**src/sv/armdp_pkg.sv**
```systemverilog
`timescale 1ns / 1ps

package armdp_pkg;

    // Data-processing opcodes, instruction bits 24:21
    typedef enum logic [3:0] {
        OP_AND = 4'd0,
        OP_EOR = 4'd1,
        OP_SUB = 4'd2,
        OP_RSB = 4'd3,
        OP_ADD = 4'd4,
        OP_ADC = 4'd5,
        OP_SBC = 4'd6,
        OP_RSC = 4'd7,
        OP_TST = 4'd8,
        OP_TEQ = 4'd9,
        OP_CMP = 4'd10,
        OP_CMN = 4'd11,
        OP_ORR = 4'd12,
        OP_MOV = 4'd13,
        OP_BIC = 4'd14,
        OP_MVN = 4'd15
    } opcode_t;

    // Shift types, instruction bits 6:5
    typedef enum logic [1:0] {
        SH_LSL = 2'd0,
        SH_LSR = 2'd1,
        SH_ASR = 2'd2,
        SH_ROR = 2'd3
    } shift_type_t;

    localparam int unsigned WORD_W     = 32;
    localparam logic [3:0]  PC_INDEX   = 4'd15;
    localparam logic [7:0]  AMOUNT_32  = 8'd32;
    localparam int unsigned S_TDATA_W  = 136;
    localparam int unsigned M_TDATA_W  = 48;

    // Second operand and shifter carry-out
    typedef struct packed {
        logic [WORD_W-1:0] value;
        logic              carry;
    } shift_res_t;

    // One executed instruction
    typedef struct packed {
        logic              flag_v;
        logic              flag_c;
        logic              flag_z;
        logic              flag_n;
        logic              update_v;
        logic              update_c;
        logic              update_nz;
        logic              write_dest;
        logic [3:0]        dest_index;
        logic [WORD_W-1:0] result_value;
    } alu_res_t;

endpackage

```
**src/sv/armdp_shifter.sv**
```systemverilog
`timescale 1ns / 1ps

module armdp_shifter (
    input  logic [31:0]            instr_word,
    input  logic [31:0]            shifted_value,
    input  logic [31:0]            amount_value,
    input  logic                   carry_in,
    output armdp_pkg::shift_res_t  operand
);

    logic [4:0]              rot;
    logic [63:0]             imm_wide;
    logic [31:0]             imm_val;
    armdp_pkg::shift_type_t  sh_type;
    logic                    is_reg;
    logic [7:0]              amt;
    logic                    is_rrx;
    logic                    sign;
    logic [32:0]             lsl_wide;
    logic [32:0]             lsr_wide;
    logic [32:0]             asr_wide;
    logic [63:0]             ror_wide;
    logic                    amt_small;

    // Rotated 8-bit immediate
    assign rot      = {instr_word[11:8], 1'b0};
    assign imm_wide = {24'd0, instr_word[7:0], 24'd0, instr_word[7:0]} >> rot;
    assign imm_val  = imm_wide[31:0];

    // Decode shift amount; immediate zero selects LSR/ASR by 32 or RRX
    assign sh_type = armdp_pkg::shift_type_t'(instr_word[6:5]);
    assign is_reg  = instr_word[4];
    assign is_rrx  = !is_reg && (instr_word[11:7] == 5'd0) && (sh_type == armdp_pkg::SH_ROR);

    always_comb begin
        if (is_reg) begin
            amt = amount_value[7:0];
        end else if ((instr_word[11:7] == 5'd0) &&
                     (sh_type == armdp_pkg::SH_LSR || sh_type == armdp_pkg::SH_ASR)) begin
            amt = armdp_pkg::AMOUNT_32;
        end else begin
            amt = {3'd0, instr_word[11:7]};
        end
    end

    // Barrel shifts for amounts below 32, carry kept in the extra bit
    assign sign      = shifted_value[31];
    assign amt_small = (amt[7:5] == 3'd0);
    assign lsl_wide  = {1'b0, shifted_value} << amt[4:0];
    assign lsr_wide  = {shifted_value, 1'b0} >> amt[4:0];
    assign asr_wide  = 33'($signed({shifted_value, 1'b0}) >>> amt[4:0]);
    assign ror_wide  = {shifted_value, shifted_value} >> amt[4:0];

    always_comb begin
        operand.value = shifted_value;
        operand.carry = carry_in;
        if (instr_word[25]) begin
            operand.value = imm_val;
            operand.carry = (rot == 5'd0) ? carry_in : imm_val[31];
        end else if (is_rrx) begin
            operand.value = {carry_in, shifted_value[31:1]};
            operand.carry = shifted_value[0];
        end else if (amt != 8'd0) begin
            case (sh_type)
                armdp_pkg::SH_LSL: begin
                    if (amt_small) begin
                        operand.value = lsl_wide[31:0];
                        operand.carry = lsl_wide[32];
                    end else begin
                        operand.value = '0;
                        operand.carry = (amt == armdp_pkg::AMOUNT_32) && shifted_value[0];
                    end
                end
                armdp_pkg::SH_LSR: begin
                    if (amt_small) begin
                        operand.value = lsr_wide[32:1];
                        operand.carry = lsr_wide[0];
                    end else begin
                        operand.value = '0;
                        operand.carry = (amt == armdp_pkg::AMOUNT_32) && sign;
                    end
                end
                armdp_pkg::SH_ASR: begin
                    if (amt_small) begin
                        operand.value = asr_wide[32:1];
                        operand.carry = asr_wide[0];
                    end else begin
                        operand.value = {32{sign}};
                        operand.carry = sign;
                    end
                end
                default: begin
                    // Multiple of 32 keeps the value, carry is the top bit
                    operand.value = ror_wide[31:0];
                    operand.carry = ror_wide[31];
                end
            endcase
        end
    end

endmodule

```
**src/sv/armdp_alu.sv**
```systemverilog
`timescale 1ns / 1ps

module armdp_alu (
    input  logic [31:0]           instr_word,
    input  logic [31:0]           first_value,
    input  logic                  carry_in,
    input  armdp_pkg::shift_res_t operand,
    output armdp_pkg::alu_res_t   res
);

    armdp_pkg::opcode_t opc;
    logic [31:0]        a;
    logic [31:0]        b;
    logic [31:0]        add_x;
    logic [31:0]        add_y;
    logic               add_c;
    logic [32:0]        sum;
    logic [31:0]        logic_res;
    logic [31:0]        value;
    logic               arith;
    logic               upd;
    logic               overflow;

    assign opc = armdp_pkg::opcode_t'(instr_word[24:21]);
    assign a   = first_value;
    assign b   = operand.value;
    assign upd = instr_word[20] && (instr_word[15:12] != armdp_pkg::PC_INDEX);

    // Select adder operands and the logical result
    always_comb begin
        add_x     = a;
        add_y     = b;
        add_c     = 1'b0;
        arith     = 1'b1;
        logic_res = '0;
        case (opc)
            armdp_pkg::OP_SUB, armdp_pkg::OP_CMP: begin
                add_y = ~b;
                add_c = 1'b1;
            end
            armdp_pkg::OP_RSB: begin
                add_x = b;
                add_y = ~a;
                add_c = 1'b1;
            end
            armdp_pkg::OP_ADD, armdp_pkg::OP_CMN: begin
                add_c = 1'b0;
            end
            armdp_pkg::OP_ADC: begin
                add_c = carry_in;
            end
            armdp_pkg::OP_SBC: begin
                add_y = ~b;
                add_c = carry_in;
            end
            armdp_pkg::OP_RSC: begin
                add_x = b;
                add_y = ~a;
                add_c = carry_in;
            end
            armdp_pkg::OP_AND, armdp_pkg::OP_TST: begin
                arith     = 1'b0;
                logic_res = a & b;
            end
            armdp_pkg::OP_EOR, armdp_pkg::OP_TEQ: begin
                arith     = 1'b0;
                logic_res = a ^ b;
            end
            armdp_pkg::OP_ORR: begin
                arith     = 1'b0;
                logic_res = a | b;
            end
            armdp_pkg::OP_MOV: begin
                arith     = 1'b0;
                logic_res = b;
            end
            armdp_pkg::OP_BIC: begin
                arith     = 1'b0;
                logic_res = a & ~b;
            end
            default: begin
                arith     = 1'b0;
                logic_res = ~b;
            end
        endcase
    end

    // Add with carry-in, carry-out and signed overflow
    assign sum      = {1'b0, add_x} + {1'b0, add_y} + {32'd0, add_c};
    assign overflow = ((add_x[31] ^ sum[31]) & (add_y[31] ^ sum[31]));
    assign value    = arith ? sum[31:0] : logic_res;

    // Pack result, flags and update masks
    always_comb begin
        res.result_value = value;
        res.dest_index   = instr_word[15:12];
        res.write_dest   = !(opc inside {armdp_pkg::OP_TST, armdp_pkg::OP_TEQ,
                                         armdp_pkg::OP_CMP, armdp_pkg::OP_CMN});
        res.update_nz    = upd || (opc == armdp_pkg::OP_TST) || (opc == armdp_pkg::OP_TEQ);
        res.update_c     = upd;
        res.update_v     = upd && arith;
        res.flag_n       = value[31];
        res.flag_z       = (value == 32'd0);
        res.flag_c       = arith ? sum[32] : operand.carry;
        res.flag_v       = arith && overflow;
    end

endmodule

```
**src/sv/arm_data_processing_alu_core.sv**
```systemverilog
`timescale 1ns / 1ps

// Data-processing execute unit: runs one ARM data-processing instruction
// (all sixteen opcodes, rotated-immediate or shifted-register second operand)
// on the register values delivered with it and returns the result, Rd, a
// write enable, the new N Z C V flags and per-flag update masks. An item is
// captured in an input register, passes combinationally through the shifter
// and ALU and lands in a result register; one item is accepted every cycle
// unless the output stalls, when the result register and a full input
// register both hold their items. Register file, PC and status register
// writes are done by the caller from the masks.
module arm_data_processing_alu_core (
    input  logic                            aclk,
    input  logic                            aresetn,
    input  logic                            s_tvalid,
    output logic                            s_tready,
    // instr_word[31:0], first_value[63:32], shifted_value[95:64],
    // amount_value[127:96], carry_in[128], zero pad[135:129]
    input  logic [armdp_pkg::S_TDATA_W-1:0] s_tdata,
    output logic                            m_tvalid,
    input  logic                            m_tready,
    // result_value[31:0], dest_index[35:32], write_dest[36], update_nz[37],
    // update_c[38], update_v[39], flag_n[40], flag_z[41], flag_c[42],
    // flag_v[43], zero pad[47:44]
    output logic [armdp_pkg::M_TDATA_W-1:0] m_tdata
);

    logic                  in_valid_reg;
    logic                  in_valid_next;
    logic [31:0]           instr_reg;
    logic [31:0]           first_reg;
    logic [31:0]           shifted_reg;
    logic [31:0]           amount_reg;
    logic                  carry_reg;
    logic                  out_valid_reg;
    logic                  out_valid_next;
    armdp_pkg::alu_res_t   out_reg;
    logic                  out_ready;
    armdp_pkg::shift_res_t operand;
    armdp_pkg::alu_res_t   alu_res;

    // Handshake: each stage takes an item when empty or draining
    assign out_ready = !out_valid_reg || m_tready;
    assign s_tready  = !in_valid_reg || out_ready;

    always_comb begin
        in_valid_next  = s_tready ? s_tvalid : in_valid_reg;
        out_valid_next = out_ready ? in_valid_reg : out_valid_reg;
    end

    always_ff @(posedge aclk) begin
        if (!aresetn) begin
            in_valid_reg  <= 1'b0;
            out_valid_reg <= 1'b0;
        end else begin
            in_valid_reg  <= in_valid_next;
            out_valid_reg <= out_valid_next;
        end
    end

    // Capture the incoming item
    always_ff @(posedge aclk) begin
        if (s_tvalid && s_tready) begin
            instr_reg   <= s_tdata[31:0];
            first_reg   <= s_tdata[63:32];
            shifted_reg <= s_tdata[95:64];
            amount_reg  <= s_tdata[127:96];
            carry_reg   <= s_tdata[128];
        end
    end

    armdp_shifter u_shifter (
        .instr_word    (instr_reg),
        .shifted_value (shifted_reg),
        .amount_value  (amount_reg),
        .carry_in      (carry_reg),
        .operand       (operand)
    );

    armdp_alu u_alu (
        .instr_word  (instr_reg),
        .first_value (first_reg),
        .carry_in    (carry_reg),
        .operand     (operand),
        .res         (alu_res)
    );

    // Hold the result until taken
    always_ff @(posedge aclk) begin
        if (in_valid_reg && out_ready) begin
            out_reg <= alu_res;
        end
    end

    assign m_tvalid = out_valid_reg;
    assign m_tdata  = {4'd0, out_reg};

endmodule
```
**config.mk**
```make
export PLATFORM = sky130hd
export DESIGN_NAME = arm_data_processing_alu_core
export DESIGN_NICKNAME = d
export VERILOG_FILES = /design/src/sv/armdp_pkg.sv /design/src/sv/armdp_shifter.sv /design/src/sv/armdp_alu.sv /design/src/sv/arm_data_processing_alu_core.sv
export SDC_FILE = /design/constraint.sdc
export NUM_CORES = 1
export LEC_CHECK = 0
export BUFFER_PORTS_ARGS = -buffer_cell sky130_fd_sc_hd__buf_2
export CAP_MARGIN = 20
export CORE_AREA = 2 2 177 179
export CTS_CLUSTER_DIAMETER = 80
export DETAILED_ROUTE_END_ITERATION = 8
export DIE_AREA = 0 0 179 181
export HOLD_SLACK_MARGIN = 0.15
export PLACE_DENSITY_LB_ADDON = 0.2
export SETUP_SLACK_MARGIN = 0.2
export SYNTH_ARGS = -nofsm -noshare
export SYNTH_HDL_FRONTEND = slang
export SYNTH_SLANG_ARGS = --single-unit
```
**constraint.sdc**
```tcl
create_clock -name aclk -period 7.4 [get_ports aclk]
set_input_delay 0.37 -clock aclk [delete_from_list [all_inputs] [get_ports aclk]]
set_output_delay 0.37 -clock aclk [all_outputs]
set_load 0.01 [all_outputs]
```
==> qor.yml <==
final_util_pct: 68.6
fin_crit_sh_pct: 95.6
die_h_um: 181
die_w_um: 179
p_sw_share_pct: 42.2
gp_congestion: 1.08
slew_violations: 0
ys_seq_area_share_pct: 25.2
floorplan.initialDensity_pct: 54.7
r2r-start: "instr_reg[5]"
vdd_drop_max_uv: 189
startpoint: "instr_reg[5]"
synth_top_area_share_pct: 25.0
violations: "design-rule violations"
area_growth_syn_to_layout_pct: 25.4
crit_fanout: 6
critical_path.max_stage_delay_ns: 0.42
cap_violations: 0
r2r_end: "m_tdata[41]"
start_kind: "flip-flop"
slowest_stage: "edfxtp_1"
tightest_slew_ns: 0.965
core-area_mm2: 0.0303
io_pins: 190
hold_violations: 0
wl_um: 79800
clk_latency_ns: 0.47
dr.pass1.iters: 9
outcome: "complete, but fails checks"
clk_pin_slew_worst_paths_ns: 0.08
power_frac_clock_pct: 22.6
holdPathEnd: "in_valid_reg"
worstHoldStart: "s_tvalid"
overflow: 0
cts_made_buffers: 17
fin_worst_skew_ns: 0.0204
dpl-instance-area_mm2: 0.0190
synthTopCellsByArea: "edfxtp_1, mux2i_1, mux4_2, o21ai_0, ha_1"
nNetsFinal: 2465
hold_class: "in2reg"
path_class: "reg2reg"
rr_worst_depth: 31
cp_data_required_time_ns: 7.69
post-synth-top-count-cell: "nand2_1"
largest_register_ffs: 43
fin_crit_ns: 7.07
tns_ns: 0
p_leak_nw: 8.51
rsz0062_at_grt: "no"
cpMostUsedCell: "buf_4"
grt.total_usage_pct: 48.2
h-tree-depth: 4
vias: 19765
root_buffer: "clkbuf_16"
ys_warn_count: 0
antenna_found_initial: 0
cts_tree: "built"
io_buffer_count: 144
routedWlPerCell_um: 30.0
p_switching_mw: 1.59
viasPerCell: 7.42
ys.flop_type: "edfxtp_1"
min_path_cells: 3
cts.sinks: 140
synth.distinct_cells: 102
setup_viol: 0
diodes: 0
antenna_left: 0
drt_iter0_drc: 3944
cellPowerDensity_mw_per_mm2: 180
ys_ff_latch: 140
grt_max_degree: 64
async_reset_ff_share_pct: 0
synthCells: 1905
yosysTopAreaCell: "edfxtp_1"
hpwlAfterDp_um: 55100
synthesis.area_mm2: 0.0166
die_area_mm2: 0.0324
syn_area_per_cell_um2: 8.72
combPwrFrac_pct: 50.0
synth_edf_count: 138
end_kind: "flip-flop"
drive_gt1_share_pct: 26.2
clockBufferDepth: 2
relSlewSlack_pct: 35.3
rows: 64
drc: 21
internal_power_mw: 2.17
pwr-share-seq_pct: 27.4
fillCellCount: 2303
grt_pass1_vias: 18683
power_mw: 3.76
worst_ep_arrival_time_ns: 7.36
fmax_mhz: 141
regToRegSetupSlack_ns: 0.33
final_cell_area_mm2: 0.0208
synthTopCellsByCount: "nand2_1, o21ai_0, nor2_1"
grt_pass1_wl_um: 116000
[power groups by stage]
stage | logic (mW) | registers (mW) | clock network (mW)
floorplan | 1.01 | 1.00 | 0
global placement | 1.64 | 1.03 | 0
detailed placement | 1.67 | 1.03 | 0
CTS | 1.73 | 1.02 | 0.841
global route | 1.95 | 1.03 | 0.879
finish | 1.88 | 1.03 | 0.851
[metrics by stage]
step	cells	worst slack [ns]	hold WS, ns
after global routing	2664	0.179	0.205
after detailed placement	2515	0.325	0.438
after global placement	2515	0.354	0.433
after CTS	2643	0.210	0.163
after floorplan	1908	1.28	0.426
final	2664	0.326	0.167
[layout by cell type, fill, tap and decap left out, drive strengths merged, types with 8 or more instances in the layout]
| cell type | instances |
|---|---|
| a2111oi | 9 |
| a211oi | 19 |
| a21o | 11 |
| a21oi | 141 |
| a221o | 8 |
| a221oi | 30 |
| a22oi | 18 |
| a31oi | 35 |
| and2 | 11 |
| and3 | 15 |
| buf | 407 |
| clkbuf | 19 |
| dlygate4sd3 | 96 |
| edfxtp | 138 |
| ha | 68 |
| inv | 62 |
| mux2 | 24 |
| mux2i | 135 |
| mux4 | 64 |
| nand2 | 191 |
| nand2b | 11 |
| nand3 | 46 |
| nand4 | 10 |
| nor2 | 144 |
| nor2b | 13 |
| nor3 | 41 |
| nor4 | 11 |
| o2111ai | 11 |
| o211ai | 23 |
| o21a | 17 |
| o21ai | 198 |
| o221a | 10 |
| o221ai | 16 |
| o22ai | 47 |
| o31ai | 15 |
| o32ai | 10 |
| or3 | 12 |
| xnor2 | 20 |
[logic make-up (layout without fill, tap and decap cells)]
family,Yosys count,after routing,share of synthesized area [%]
AO/OA/AOI/OAI,689,689,27.8
XOR/XNOR,27,27,1.42
adder cells (fa/ha/maj),70,70,5.37
buffers and inverters,228,588,6.29
flip-flops,140,140,25.2
multiplexers,223,223,19.3
other,1,4,0.0226
AND/OR/NAND/NOR,527,527,14.6
[critical path, delay by kind of cell (launching register included)]
family / cells / cell delay, ns
XOR/XNOR: 1 / 0.11
buffers and inverters: 7 / 1.20
AND/OR/NAND/NOR: 6 / 1.14
adder cells (fa/ha/maj): 2 / 0.65
AO/OA/AOI/OAI: 15 / 3.36
flip-flops: 1 / 0.42
[metal layers]
metal	wire [µm]	global-route usage (%)	vias to the layer above
met4	5200	22.7	4
met1	28800	63.4	9201
met2	32000	67.6	1937
met5	68	1.08	-
li1	-	-	8142
met3	13700	20.7	481
[worst max path at each step]
stage	end	depth (start not counted)	slack, ns
6_report	m_tdata[41]	31	0.33
5_1_grt	m_tdata[41]	31	0.18
4_1_cts	m_tdata[41]	29	0.21
3_5_place_dp	m_tdata[41]	28	0.33
3_3_place_gp	m_tdata[41]	28	0.35
2_1_floorplan	m_tdata[41]	28	1.28
[final cells by class]
type	instances	area, µm²	area share, %
inverter	52	195	0.937
multi-input combinational	1540	11600	55.7
tap	396	495	2.38
clock inverter	14	123	0.589
sequential	140	4180	20.1
timing repair buffer	504	3800	18.2
clock buffer	18	429	2.06
[repair_timing]
| item | in CTS | in global routing |
|---|---|---|
| setup endpoints to repair | 0 | 7 |
| hold endpoints to repair | 96 | 0 |
| gates resized for setup | 0 | 35 |
| hold buffers | 96 | 0 |
| setup buffers | 0 | 19 |
Power figures use the tool's default switching activity.
